File: config.mk
export PLATFORM = sky130hd
export DESIGN_NAME = dtd_eval
export DESIGN_NICKNAME = d
export VERILOG_FILES = /design/src/rtl/dtd_pkg.sv /design/src/rtl/dtd_eval.sv
export SDC_FILE = /design/constraint.sdc
export NUM_CORES = 1
export LEC_CHECK = 0
export BUFFER_PORTS_ARGS = -buffer_cell sky130_fd_sc_hd__buf_4
export CORE_AREA = 4 4 74 76
export DETAILED_ROUTE_END_ITERATION = 16
export DIE_AREA = 0 0 78 80
export GPL_TIMING_DRIVEN = 0
export PLACE_DENSITY = 0.68
export RECOVER_POWER = 100
export SETUP_SLACK_MARGIN = 0.02
export SLEW_MARGIN = 20
export SYNTH_ARGS = -nofsm -noshare
export SYNTH_HDL_FRONTEND = slang
export SYNTH_SLANG_ARGS = --single-unit
File: constraint.sdc
create_clock -name vclk -period 1.29
set_input_delay 0.258 -clock vclk [all_inputs]
set_output_delay 0.258 -clock vclk [all_outputs]
set_load 0.01 [all_outputs]
File: src/rtl/dtd_pkg.sv
// ----------------------------------------------------------------------------
// dtd_pkg
// shared types and codes for the dependency task dispatcher
// ----------------------------------------------------------------------------
package dtd_pkg;

    localparam int MASK_W  = 64;
    localparam int CNT_W   = 7;
    localparam int IDX_W   = 6;
    localparam int OP_W    = 2;
    localparam int STAT_W  = 3;
    localparam int OUTC_W  = 2;

    // opcodes
    localparam logic [OP_W-1:0] OP_LOAD   = 2'd0;
    localparam logic [OP_W-1:0] OP_RESET  = 2'd1;
    localparam logic [OP_W-1:0] OP_START  = 2'd2;
    localparam logic [OP_W-1:0] OP_REPORT = 2'd3;

    // task outcomes, every other code means success stop
    localparam logic [OUTC_W-1:0] OUTC_FAIL = 2'd0;
    localparam logic [OUTC_W-1:0] OUTC_CONT = 2'd1;

    // result status codes
    localparam logic [STAT_W-1:0] ST_DISPATCH = 3'd0;
    localparam logic [STAT_W-1:0] ST_NOTHING  = 3'd1;
    localparam logic [STAT_W-1:0] ST_COMPLETE = 3'd2;
    localparam logic [STAT_W-1:0] ST_RUNNING  = 3'd3;
    localparam logic [STAT_W-1:0] ST_STUCK    = 3'd4;
    localparam logic [STAT_W-1:0] ST_ACK      = 3'd5;

    localparam logic [CNT_W-1:0] CNT_MAX = '1;

    typedef enum logic [1:0] {
        S_IDLE,
        S_PRIME,
        S_SCAN,
        S_EMIT
    } t_state;

    // verdict on one table entry against the finished mask
    typedef struct packed {
        logic undone;
        logic ready;
    } t_eval;

endpackage

File: src/rtl/dtd_eval.sv
// ----------------------------------------------------------------------------
// dtd_eval
// checks one table entry: not yet finished, and all dependencies finished
// ----------------------------------------------------------------------------
module dtd_eval (
    input  logic [dtd_pkg::MASK_W-1:0] i_id_mask,
    input  logic [dtd_pkg::MASK_W-1:0] i_dep_mask,
    input  logic [dtd_pkg::MASK_W-1:0] i_finished,
    output dtd_pkg::t_eval             o_eval
);
    import dtd_pkg::*;

    always_comb begin
        o_eval.undone = ((i_id_mask & i_finished) == '0);
        o_eval.ready  = ((i_dep_mask & i_finished) == i_dep_mask);
    end

endmodule

==> reports/summary.json, run 1 <==
{
  "run_status": {"value": "complete, but fails checks"},
  "failed_checks": {"value": "setup timing"},
  "sequential_cell_total": {"value": 0},
  "unrepaired_setup_endpoints_after_global_routing": {"value": "yes"},
  "drc": {"value": 0},
  "drt_first_pass_iters": {"value": 4},
  "route.detailed.vias_per_inst": {"value": 4.74},
  "cp_cell_sequence": {"value": "buf_4 > nor2b_1 > a2111oi_4 > nand4_1 > nor4_2 > buf_4"},
  "die_height": {"value": 80, "unit": "µm"},
  "netlist_instances": {"value": 122},
  "totalNegativeSetupSlack": {"value": -0.738, "unit": "ns"},
  "route.layer.met1.wl": {"value": 2.26, "unit": "mm"},
  "synthDominantAreaCellType": {"value": "nor2b_1"},
  "cp_delay_by_family_top": {"value": "simple AND/OR/NAND/NOR gates"},
  "grt_first_pass_wirelength": {"value": 9.76, "unit": "mm"},
  "setup_viol": {"value": 2},
  "peakVddDrop": {"value": 0.159, "unit": "mV"},
  "critical_path_peak_fanout": {"value": 1},
  "sum_of_met3_wire_segment_lengths_after_detailed_routing": {"value": 617, "unit": "µm"},
  "min-delay-path-class": {"value": "in -> out"},
  "std_cell_rows": {"value": 25},
  "grt-ovfl-total": {"value": 0},
  "critPathBufInv": {"value": 2},
  "hold_slack": {"value": 0.921, "unit": "ns"},
  "stdcell_count": {"value": 383},
  "detailedPlace.worstSlack": {"value": -0.681, "unit": "ns"},
  "routabilityCongestion": {"value": 0.850},
  "final_wl": {"value": 6.72, "unit": "mm"},
  "finalCriticalPeriod": {"value": 1.66, "unit": "ns"},
  "grt_pass1_vias": {"value": 2122},
  "initial_core_util": {"value": 19.1, "unit": "%"},
  "1st_iter_drt_viols": {"value": 20},
  "ctsHoldBuffers": {"value": 0},
  "headroom_to_the_max_slew_limit": {"value": 79.5, "unit": "%"},
  "p_leak": {"value": 1.38, "unit": "nW"},
  "post-route-period-util": {"value": 129, "unit": "%"},
  "timing.max_cap.violations": {"value": 0},
  "n_clock_buffer": {"value": 0},
  "worst_ep_required_time": {"value": 1.03, "unit": "ns"},
  "synthesis_to_finish_area_growth": {"value": 217, "unit": "%"},
  "top_layer_used": {"value": "met4"},
  "worst_path_max_delay_cell": {"value": "a2111oi_4"},
  "coreArea": {"value": 4720, "unit": "µm²"},
  "yosysUniqueCellTypes": {"value": 10},
  "final_count_of_pins_violating_max_slew": {"value": 0},
  "p_per_area": {"value": 301, "unit": "nW/µm²"},
  "worst-setup-path-type": {"value": "in -> out"},
  "critical-path-top-cell-by-count": {"value": "buf_4"},
  "worst_slack": {"value": -0.371, "unit": "ns"},
  "ff_latch_area": {"value": 0, "unit": "µm²"},
  "grt_start_max_net_pins": {"value": 3},
  "n_antenna_cell": {"value": 0},
  "grt.total_usage": {"value": 19.7, "unit": "%"},
  "fp.dieArea": {"value": 6240, "unit": "µm²"},
  "detailroute.wirelength.met2": {"value": 3.80, "unit": "mm"},
  "initial_antenna_violation_count": {"value": 0},
  "detailroute.via_count": {"value": 1817},
  "hold_violations": {"value": 0},
  "dieWidth": {"value": 78, "unit": "µm"},
  "place.port_buffers": {"value": 194},
  "worst_ep_arrival_time": {"value": 1.40, "unit": "ns"},
  "synthTopCellsByArea": {"value": "nor2b_1 (33%), a221oi_1 (16%), a22o_1 (16%), a2111oi_2 (12%), a2111oi_0 (6.8%)"},
  "synth-warning-count": {"value": 0},
  "mappedNetlistArea": {"value": 903, "unit": "µm²"},
  "post-synth-top-area-fraction": {"value": 32.5, "unit": "%"},
  "worstSetupStartpointType": {"value": "input port"},
  "tightest_slew": {"value": 0.306, "unit": "ns"},
  "largest_stage_delay_worst_path": {"value": 0.29, "unit": "ns"},
  "antenna_violating_nets_post_route": {"value": 0},
  "drt-wirelength-per-cell": {"value": 17.5, "unit": "µm"},
  "synth_nets": {"value": 314},
  "design.portCount": {"value": 194},
  "syn_area_per_cell": {"value": 7.40, "unit": "µm²"},
  "place_inst": {"value": 383},
  "finalNetCount": {"value": 510},
  "endpoint_kind": {"value": "output port"},
  "hpwl": {"value": 5.87, "unit": "mm"},
  "final_layout_size_suffix_gt1_share": {"value": 76.6, "unit": "%"},
  "num-fill-cells": {"value": 430},
  "timing.fmax": {"value": 602, "unit": "MHz"},
  "seq_area_frac_synth": {"value": 0, "unit": "%"}
}
synthesized netlist by cell type (all sizes together):
cell / n
a2111oi: 16
nand4: 8
nor4: 2
a22o: 16
nor2b: 47
inv: 16
and2b: 1
a221oi: 16
layer usage:
metal / vias to the layer above / GRT usage [%]
met5: - / 0
met4: 0 / 1.22
met3: 4 / 4.40
met2: 107 / 42.2
met1: 818 / 19.7
li1: 888 / -
placed cells by master (no fill, tap or decap):
cell type  synthesis  layout
nor2b_4            0      14
nor2b_1           47      32
a221oi_2           0      15
a2111oi_2          7       6
nor2b_2            0       1
inv_1             16      16
nor4_2             2       2
and2b_1            1       1
a22o_1            16      16
buf_6              0      11
a2111oi_4          0      10
a221oi_1          16       1
buf_4              0     183
nand4_1            8       8
worst paths after layout:
kind	slack, ns	cells after the start	endpoint	startpoint
setup / recovery	-0.37	6	o_eval[0]	i_dep_mask[59]
hold / removal	0.92	5	o_eval[1]	i_id_mask[31]
through the flow:
| step | utilization [%] | power [mW] | instance area (µm²) |
|---|---|---|---|
| after detailed placement | 52.8 | 0.706 | 2490 |
| final | 60.7 | 0.863 | 2870 |
| after floorplan | - | 0.188 | 953 |
| after global placement | 52.8 | 0.697 | 2490 |
| after global routing | 60.7 | 0.926 | 2870 |
| after CTS | 60.4 | 0.857 | 2850 |
power breakdown:
group          internal [mW]  leakage (nW)  switching (mW)
registers                  0             0               0
logic                  0.579          1.38           0.284
clock network              0             0               0
total                  0.579          1.38           0.284
area by class of cell:
class | instances | area, µm² | share of cell area, %
multi-input combinational | 106 | 1220 | 42.7
timing repair buffer | 194 | 1500 | 52.3
tap | 67 | 83.8 | 2.93
inverter | 16 | 60.1 | 2.10
kinds of logic after synthesis:
group                  Yosys count  synth area share [%]
buffers and inverters           16                  6.65
AOI/OAI and AO/OA               48                  51.7
and+or+nand+nor                 58                  41.7
repair_timing:
action                                  in CTS  in global routing
endpoints found under the setup margin       2                  2
pin swaps                                   24                  1
setup buffers                                0                  0
cloned                                       0                  0
gates resized for setup                     71                  1
hold endpoints to repair                     0                  0
worst min-delay path, delay by kind of cell:
kind | cells | cell delay (ns)
buffers and inverters | 2 | 0.23
and+or+nand+nor | 2 | 0.13
AOI/OAI and AO/OA | 1 | 0.05
No activity file was read; power rests on OpenSTA's default activity.
==> run 2, diff against run 1 <==
--- a/config.mk
+++ b/config.mk
@@ -12,6 +12,7 @@
 export GPL_TIMING_DRIVEN = 0
 export PLACE_DENSITY = 0.68
 export RECOVER_POWER = 100
+export REMOVE_ABC_BUFFERS = 1
 export SETUP_SLACK_MARGIN = 0.02
 export SLEW_MARGIN = 20
 export SYNTH_ARGS = -nofsm -noshare
==> run 2 against run 1 <==
Net effect: the run still ends with setup timing left; sequential share of layout area did not move; critical path depth did not move; count of clock-buffer cells in the layout did not move; setup slack got worse by 0.049 ns; die area did not move; core utilization fell by 1.3 points; cell count rose by 0.26%; non-clock buffer count rose by 1; combinational power fell by 3.1%; worst hold slack improved by 0.0089 ns; via count fell by 0.22%.
==> reports/summary.json, run 2 (synthesized netlist as in run 1, its figures left out) <==
{
  "initial_core_util": {"value": 19.1, "unit": "%", "change": "unchanged"},
  "tightest_slew": {"value": 0.297, "unit": "ns", "change": "-0.00875 ns"},
  "detailedPlace.worstSlack": {"value": -0.638, "unit": "ns", "change": "+0.0429 ns"},
  "grt_first_pass_wirelength": {"value": 8.98, "unit": "mm", "change": "-8.0%"},
  "drc": {"value": 0, "change": "unchanged"},
  "most-common-layout-cells": {"value": "buf_4 (190), nor2b_1 (34), a22o_1 (16), inv_1 (16)"},
  "hold_violations": {"value": 0, "change": "unchanged"},
  "final_count_of_pins_violating_max_slew": {"value": 0, "change": "unchanged"},
  "num-fill-cells": {"value": 435, "change": "+1.2%"},
  "run_status": {"value": "complete, but fails checks"},
  "initial_antenna_violation_count": {"value": 0, "change": "unchanged"},
  "grt_start_max_net_pins": {"value": 3, "change": "unchanged"},
  "hpwl": {"value": 5.60, "unit": "mm", "change": "-4.6%"},
  "synthesis_to_finish_area_growth": {"value": 210, "unit": "%"},
  "setup_viol": {"value": 2, "change": "unchanged"},
  "antenna_violating_nets_post_route": {"value": 0, "change": "unchanged"},
  "worst_slack": {"value": -0.419, "unit": "ns", "change": "-0.0487 ns"},
  "n_antenna_cell": {"value": 0, "change": "unchanged"},
  "timing.fmax": {"value": 585, "unit": "MHz", "change": "-2.9%"},
  "post-route-period-util": {"value": 133, "unit": "%", "change": "+3.8 points"},
  "min_from": {"value": "i_id_mask[31]"},
  "worstSetupStartpointType": {"value": "input port"},
  "failed_checks": {"value": "setup timing"},
  "min_to": {"value": "o_eval[1]"},
  "detailroute.via_count": {"value": 1813, "change": "-0.22%"},
  "p_leak": {"value": 1.36, "unit": "nW", "change": "-1.4%"},
  "route.detailed.vias_per_inst": {"value": 4.72, "change": "-0.48%"},
  "grt_pass1_vias": {"value": 1999, "change": "-5.8%"},
  "endpoint_kind": {"value": "output port"},
  "1st_iter_drt_viols": {"value": 19, "change": "-5.0%"},
  "grt.total_usage": {"value": 18.0, "unit": "%", "change": "-1.7 points"},
  "n_clock_buffer": {"value": 0, "change": "unchanged"},
  "ff_latch_area": {"value": 0, "unit": "µm²", "change": "unchanged"},
  "peakVddDrop": {"value": 0.156, "unit": "mV", "change": "-2.1%"},
  "worst_hold_path.num_cells": {"value": 5, "change": "unchanged"},
  "final_core_util": {"value": 59.4, "unit": "%", "change": "-1.3 points"},
  "die_height": {"value": 80, "unit": "µm", "change": "unchanged"},
  "headroom_to_the_max_slew_limit": {"value": 80.2, "unit": "%", "change": "+0.63 points"},
  "design.portCount": {"value": 194, "change": "unchanged"},
  "drt_first_pass_iters": {"value": 4, "change": "unchanged"},
  "place.port_buffers": {"value": 194, "change": "unchanged"},
  "final_layout_size_suffix_gt1_share": {"value": 75.1, "unit": "%", "change": "-1.5 points"},
  "multiInputGateArea": {"value": 1180, "unit": "µm²", "change": "-3.8%"},
  "worst_ep_arrival_time": {"value": 1.45, "unit": "ns", "change": "+0.05 ns"},
  "std_cell_rows": {"value": 25, "change": "unchanged"},
  "min-delay-path-class": {"value": "in -> out"},
  "fp.dieArea": {"value": 6240, "unit": "µm²", "change": "unchanged"},
  "worst-setup-path-type": {"value": "in -> out"},
  "sequential_cell_total": {"value": 0, "change": "unchanged"},
  "unrepaired_setup_endpoints_after_global_routing": {"value": "yes"},
  "drt-wirelength-per-cell": {"value": 16.8, "unit": "µm", "change": "-4.2%"},
  "dieWidth": {"value": 78, "unit": "µm", "change": "unchanged"},
  "worst_ep_required_time": {"value": 1.03, "unit": "ns", "change": "about the same"},
  "grt-ovfl-total": {"value": 0, "change": "unchanged"},
  "p_per_area": {"value": 298, "unit": "nW/µm²", "change": "-0.97%"},
  "coreArea": {"value": 4720, "unit": "µm²", "change": "unchanged"},
  "timing.max_cap.violations": {"value": 0, "change": "unchanged"},
  "routabilityCongestion": {"value": 0.773, "change": "-9.0%"},
  "critical_path_peak_fanout": {"value": 1, "change": "unchanged"},
  "finalCriticalPeriod": {"value": 1.71, "unit": "ns", "change": "+0.0487 ns"},
  "final_wl": {"value": 6.45, "unit": "mm", "change": "-4.0%"},
  "layout.cells.most_common": {"value": "buf_4"},
  "finalNetCount": {"value": 511, "change": "+0.20%"}
}
## run 2: cell count changes in the layout (fill, tap and decap cells not counted), sizes merged
cell	before	now
buf	194	195
## run 2: final cells by class
cell class / count / area share, %
inverter: 16 / 2.14
multi-input combinational: 106 / 42.0
timing repair buffer: 195 / 52.9
tap: 67 / 2.99
## run 2: critical path, stage by stage
cell and delay (ns):
buf_4 0.11, nor2b_1 0.12, a2111oi_2 0.35, nand4_1 0.19, nor4_2 0.27, buf_4 0.16
## run 2: report_power, final
group	internal (mW)	switching [mW]
clock	0	0
sequential	0	0
combinational	0.565	0.271
total	0.565	0.271
## run 2: worst max-delay path by stage
stage,slack [ns],end,cells past startpoint,from
finish,-0.42,o_eval[0],6,i_dep_mask[42]
global route,-0.46,o_eval[0],6,i_dep_mask[40]
detailed placement,-0.64,o_eval[0],6,i_dep_mask[1]
global placement,-0.64,o_eval[0],6,i_dep_mask[38]
floorplan,-0.17,o_eval[0],4,i_dep_mask[30]
CTS,-0.45,o_eval[0],6,i_dep_mask[42]
## run 2: through the flow
stage / power, mW / hold slack (ns) / setup TNS (ns) / instances / cell area [µm²]
after detailed placement: 0.677 / 0.935 / -1.19 / 383 / 2440
after CTS: 0.771 / 0.934 / -0.866 / 383 / 2650
final: 0.836 / 0.929 / -0.798 / 384 / 2800
after global routing: 0.897 / 0.959 / -0.909 / 384 / 2800
after floorplan: 0.176 / 0.687 / -0.309 / 122 / 903
after global placement: 0.671 / 0.933 / -1.20 / 383 / 2440
## run 2: repair_timing
action	4_1_cts	5_1_grt
hold buffers	0	0
pin swaps	20	17
setup endpoints to repair	2	2
resized for setup	43	24
setup buffers	0	1
cloned	0	0
## run 2: layer usage
metal / up-vias / share of wire, % / global-route usage, %
li1: 888 / - / -
met3: 8 / 11 / 5.30
met4: 0 / 1.3 / 2.45
met5: - / 0 / 0
met1: 812 / 32 / 17.4
met2: 105 / 56 / 37.8
==> run 3, diff against run 2 <==
--- a/config.mk
+++ b/config.mk
@@ -18,3 +18,4 @@
 export SYNTH_ARGS = -nofsm -noshare
 export SYNTH_HDL_FRONTEND = slang
 export SYNTH_SLANG_ARGS = --single-unit
+export TNS_END_PERCENT = 20
==> run 3 against run 2 <==
Net effect: the run still ends with setup timing left; count of clock-buffer cells in the layout unchanged; total power decreased by 0.47%; global-route usage decreased by 0.26 points; die area unchanged; sequential share of layout area is the same; via count is 0.44% higher; sequential cell count did not move; routed wire length down 0.85%; design area did not move; combinational power shrank 0.5%; largest power group unchanged.
==> reports/summary.json, run 3 (synthesized netlist as in run 1, its figures left out) <==
{
  "peakVddDrop": {"value": 0.148, "unit": "mV", "change": "-5.1%"},
  "dpl_cell_area": {"value": 2440, "unit": "µm²", "change": "unchanged"},
  "worst_ep_arrival_time": {"value": 1.45, "unit": "ns", "change": "about the same"},
  "cp_delay_by_family_top": {"value": "simple AND/OR/NAND/NOR gates"},
  "final_core_util": {"value": 59.4, "unit": "%", "change": "unchanged"},
  "hold_slack": {"value": 0.914, "unit": "ns", "change": "-0.0152 ns"},
  "1st_iter_drt_viols": {"value": 22, "change": "+3"},
  "final_layout_size_suffix_gt1_share": {"value": 75.0, "unit": "%", "change": "-0.079 points"},
  "drc": {"value": 0, "change": "unchanged"},
  "tightest_slew": {"value": 0.298, "unit": "ns", "change": "+0.000493 ns"},
  "hold_violations": {"value": 0, "change": "unchanged"},
  "run_status": {"value": "complete, but fails checks"},
  "p_leak": {"value": 1.36, "unit": "nW", "change": "-0.13%"},
  "initial_core_util": {"value": 19.1, "unit": "%", "change": "unchanged"},
  "worstSetupStartpointType": {"value": "input port"},
  "critPathBufInv": {"value": 2, "change": "unchanged"},
  "grt_pass1_vias": {"value": 1988, "change": "-0.55%"},
  "place_inst": {"value": 383, "change": "unchanged"},
  "dieWidth": {"value": 78, "unit": "µm", "change": "unchanged"},
  "drt_first_pass_iters": {"value": 4, "change": "unchanged"},
  "die_height": {"value": 80, "unit": "µm", "change": "unchanged"},
  "detailedPlace.worstSlack": {"value": -0.638, "unit": "ns", "change": "unchanged"},
  "detailroute.via_count": {"value": 1821, "change": "+0.44%"},
  "final_count_of_pins_violating_max_slew": {"value": 0, "change": "unchanged"},
  "drt-wirelength-per-cell": {"value": 16.7, "unit": "µm", "change": "-0.59%"},
  "failed_checks": {"value": "setup timing"},
  "p_per_area": {"value": 297, "unit": "nW/µm²", "change": "-0.47%"},
  "post-route-period-util": {"value": 132, "unit": "%", "change": "-0.38 points"},
  "initial_antenna_violation_count": {"value": 0, "change": "unchanged"},
  "worst_path_max_delay_cell": {"value": "a2111oi_2"},
  "min_from": {"value": "i_id_mask[6]"},
  "place.port_buffers": {"value": 194, "change": "unchanged"},
  "finalCriticalPeriod": {"value": 1.70, "unit": "ns", "change": "-0.00493 ns"},
  "n_clock_buffer": {"value": 0, "change": "unchanged"},
  "critical_path_peak_fanout": {"value": 1, "change": "unchanged"},
  "routabilityCongestion": {"value": 0.773, "change": "unchanged"},
  "stdcell_count": {"value": 383, "change": "-0.26%"},
  "layout.cells.most_common": {"value": "buf_4"},
  "sequential_cell_total": {"value": 0, "change": "unchanged"},
  "coreArea": {"value": 4720, "unit": "µm²", "change": "unchanged"},
  "antenna_violating_nets_post_route": {"value": 0, "change": "unchanged"},
  "route.detailed.vias_per_inst": {"value": 4.75, "change": "+0.70%"},
  "synthesis_to_finish_area_growth": {"value": 210, "unit": "%", "change": "unchanged"},
  "grt.total_usage": {"value": 17.8, "unit": "%", "change": "-0.26 points"},
  "setup_viol": {"value": 2, "change": "unchanged"},
  "min-delay-path-class": {"value": "in -> out"},
  "largest_stage_delay_worst_path": {"value": 0.34, "unit": "ns", "change": "about the same"},
  "finalNetCount": {"value": 510, "change": "-0.20%"},
  "fp.dieArea": {"value": 6240, "unit": "µm²", "change": "unchanged"},
  "worst_ep_required_time": {"value": 1.03, "unit": "ns", "change": "about the same"},
  "worst_setup_path_startpoint": {"value": "i_dep_mask[42]"},
  "timing.fmax": {"value": 587, "unit": "MHz", "change": "+0.29%"},
  "worst_slack": {"value": -0.414, "unit": "ns", "change": "+0.00493 ns"},
  "headroom_to_the_max_slew_limit": {"value": 80.1, "unit": "%", "change": "about the same"},
  "grt_first_pass_wirelength": {"value": 8.85, "unit": "mm", "change": "-1.5%"},
  "worst-setup-path-type": {"value": "in -> out"},
  "timing.max_cap.violations": {"value": 0, "change": "unchanged"},
  "design.portCount": {"value": 194, "change": "unchanged"},
  "ff_latch_area": {"value": 0, "unit": "µm²", "change": "unchanged"},
  "most-common-layout-cells": {"value": "buf_4 (186), nor2b_1 (33), a22o_1 (16), inv_1 (16), nor2b_4 (12)"},
  "grt_start_max_net_pins": {"value": 3, "change": "unchanged"},
  "final_wl": {"value": 6.39, "unit": "mm", "change": "-0.85%"},
  "unrepaired_setup_endpoints_after_global_routing": {"value": "yes"},
  "cp_cell_sequence": {"value": "buf_4 > nor2b_1 > a2111oi_2 > nand4_1 > nor4_2 > buf_4"},
  "fin_area": {"value": 2800, "unit": "µm²", "change": "unchanged"},
  "grt-ovfl-total": {"value": 0, "change": "unchanged"},
  "n_antenna_cell": {"value": 0, "change": "unchanged"},
  "std_cell_rows": {"value": 25, "change": "unchanged"},
  "hpwl": {"value": 5.60, "unit": "mm", "change": "unchanged"},
  "critical-path-top-cell-by-count": {"value": "buf_4"},
  "endpoint_kind": {"value": "output port"}
}
## run 3: power by group
group | leakage, nW | internal, mW | switching, mW
registers | 0 | 0 | 0
logic | 1.36 | 0.565 | 0.267
clock network | 0 | 0 | 0
## run 3: routing by layer
metal | share of wire (%) | vias to the layer above | routed length (µm) | track usage (%)
li1 | - | 886 | - | -
met1 | 31 | 820 | 1990 | 17.1
met2 | 57 | 107 | 3630 | 37.2
met3 | 11 | 8 | 690 | 5.30
met4 | 1.5 | 0 | 93 | 2.45
met5 | 0 | - | 0 | 0
## run 3: worst paths after layout
| check | endpoint | slack [ns] | cells after the start |
|---|---|---|---|
| hold / removal | o_eval[1] | 0.91 | 5 |
| setup / recovery | o_eval[0] | -0.41 | 6 |
## run 3: tightest hold or removal path, delay by kind of cell
kind            cells  cell delay [ns]
compound gates      1             0.04
buf+inv             2             0.22
simple gates        2             0.13
## run 3: layout make-up
type,count,area [µm²]
fill,434,1920
tap,67,83.8
timing repair buffer,194,1490
inverter,16,60.1
multi-input combinational,106,1170
## run 3: stage by stage
stage	power, mW	setup TNS [ns]
2_1_floorplan	0.176	-0.309
3_3_place_gp	0.671	-1.20
3_5_place_dp	0.677	-1.19
4_1_cts	0.758	-0.884
5_1_grt	0.894	-0.910
6_report	0.832	-0.778
## run 3: timing repair
| item | 4_1_cts | 5_1_grt |
|---|---|---|
| pin swaps | 16 | 21 |
| hold buffers | 0 | 0 |
| endpoints found under the setup margin | 2 | 2 |
| resized for setup | 37 | 33 |
| setup buffers | 0 | 0 |
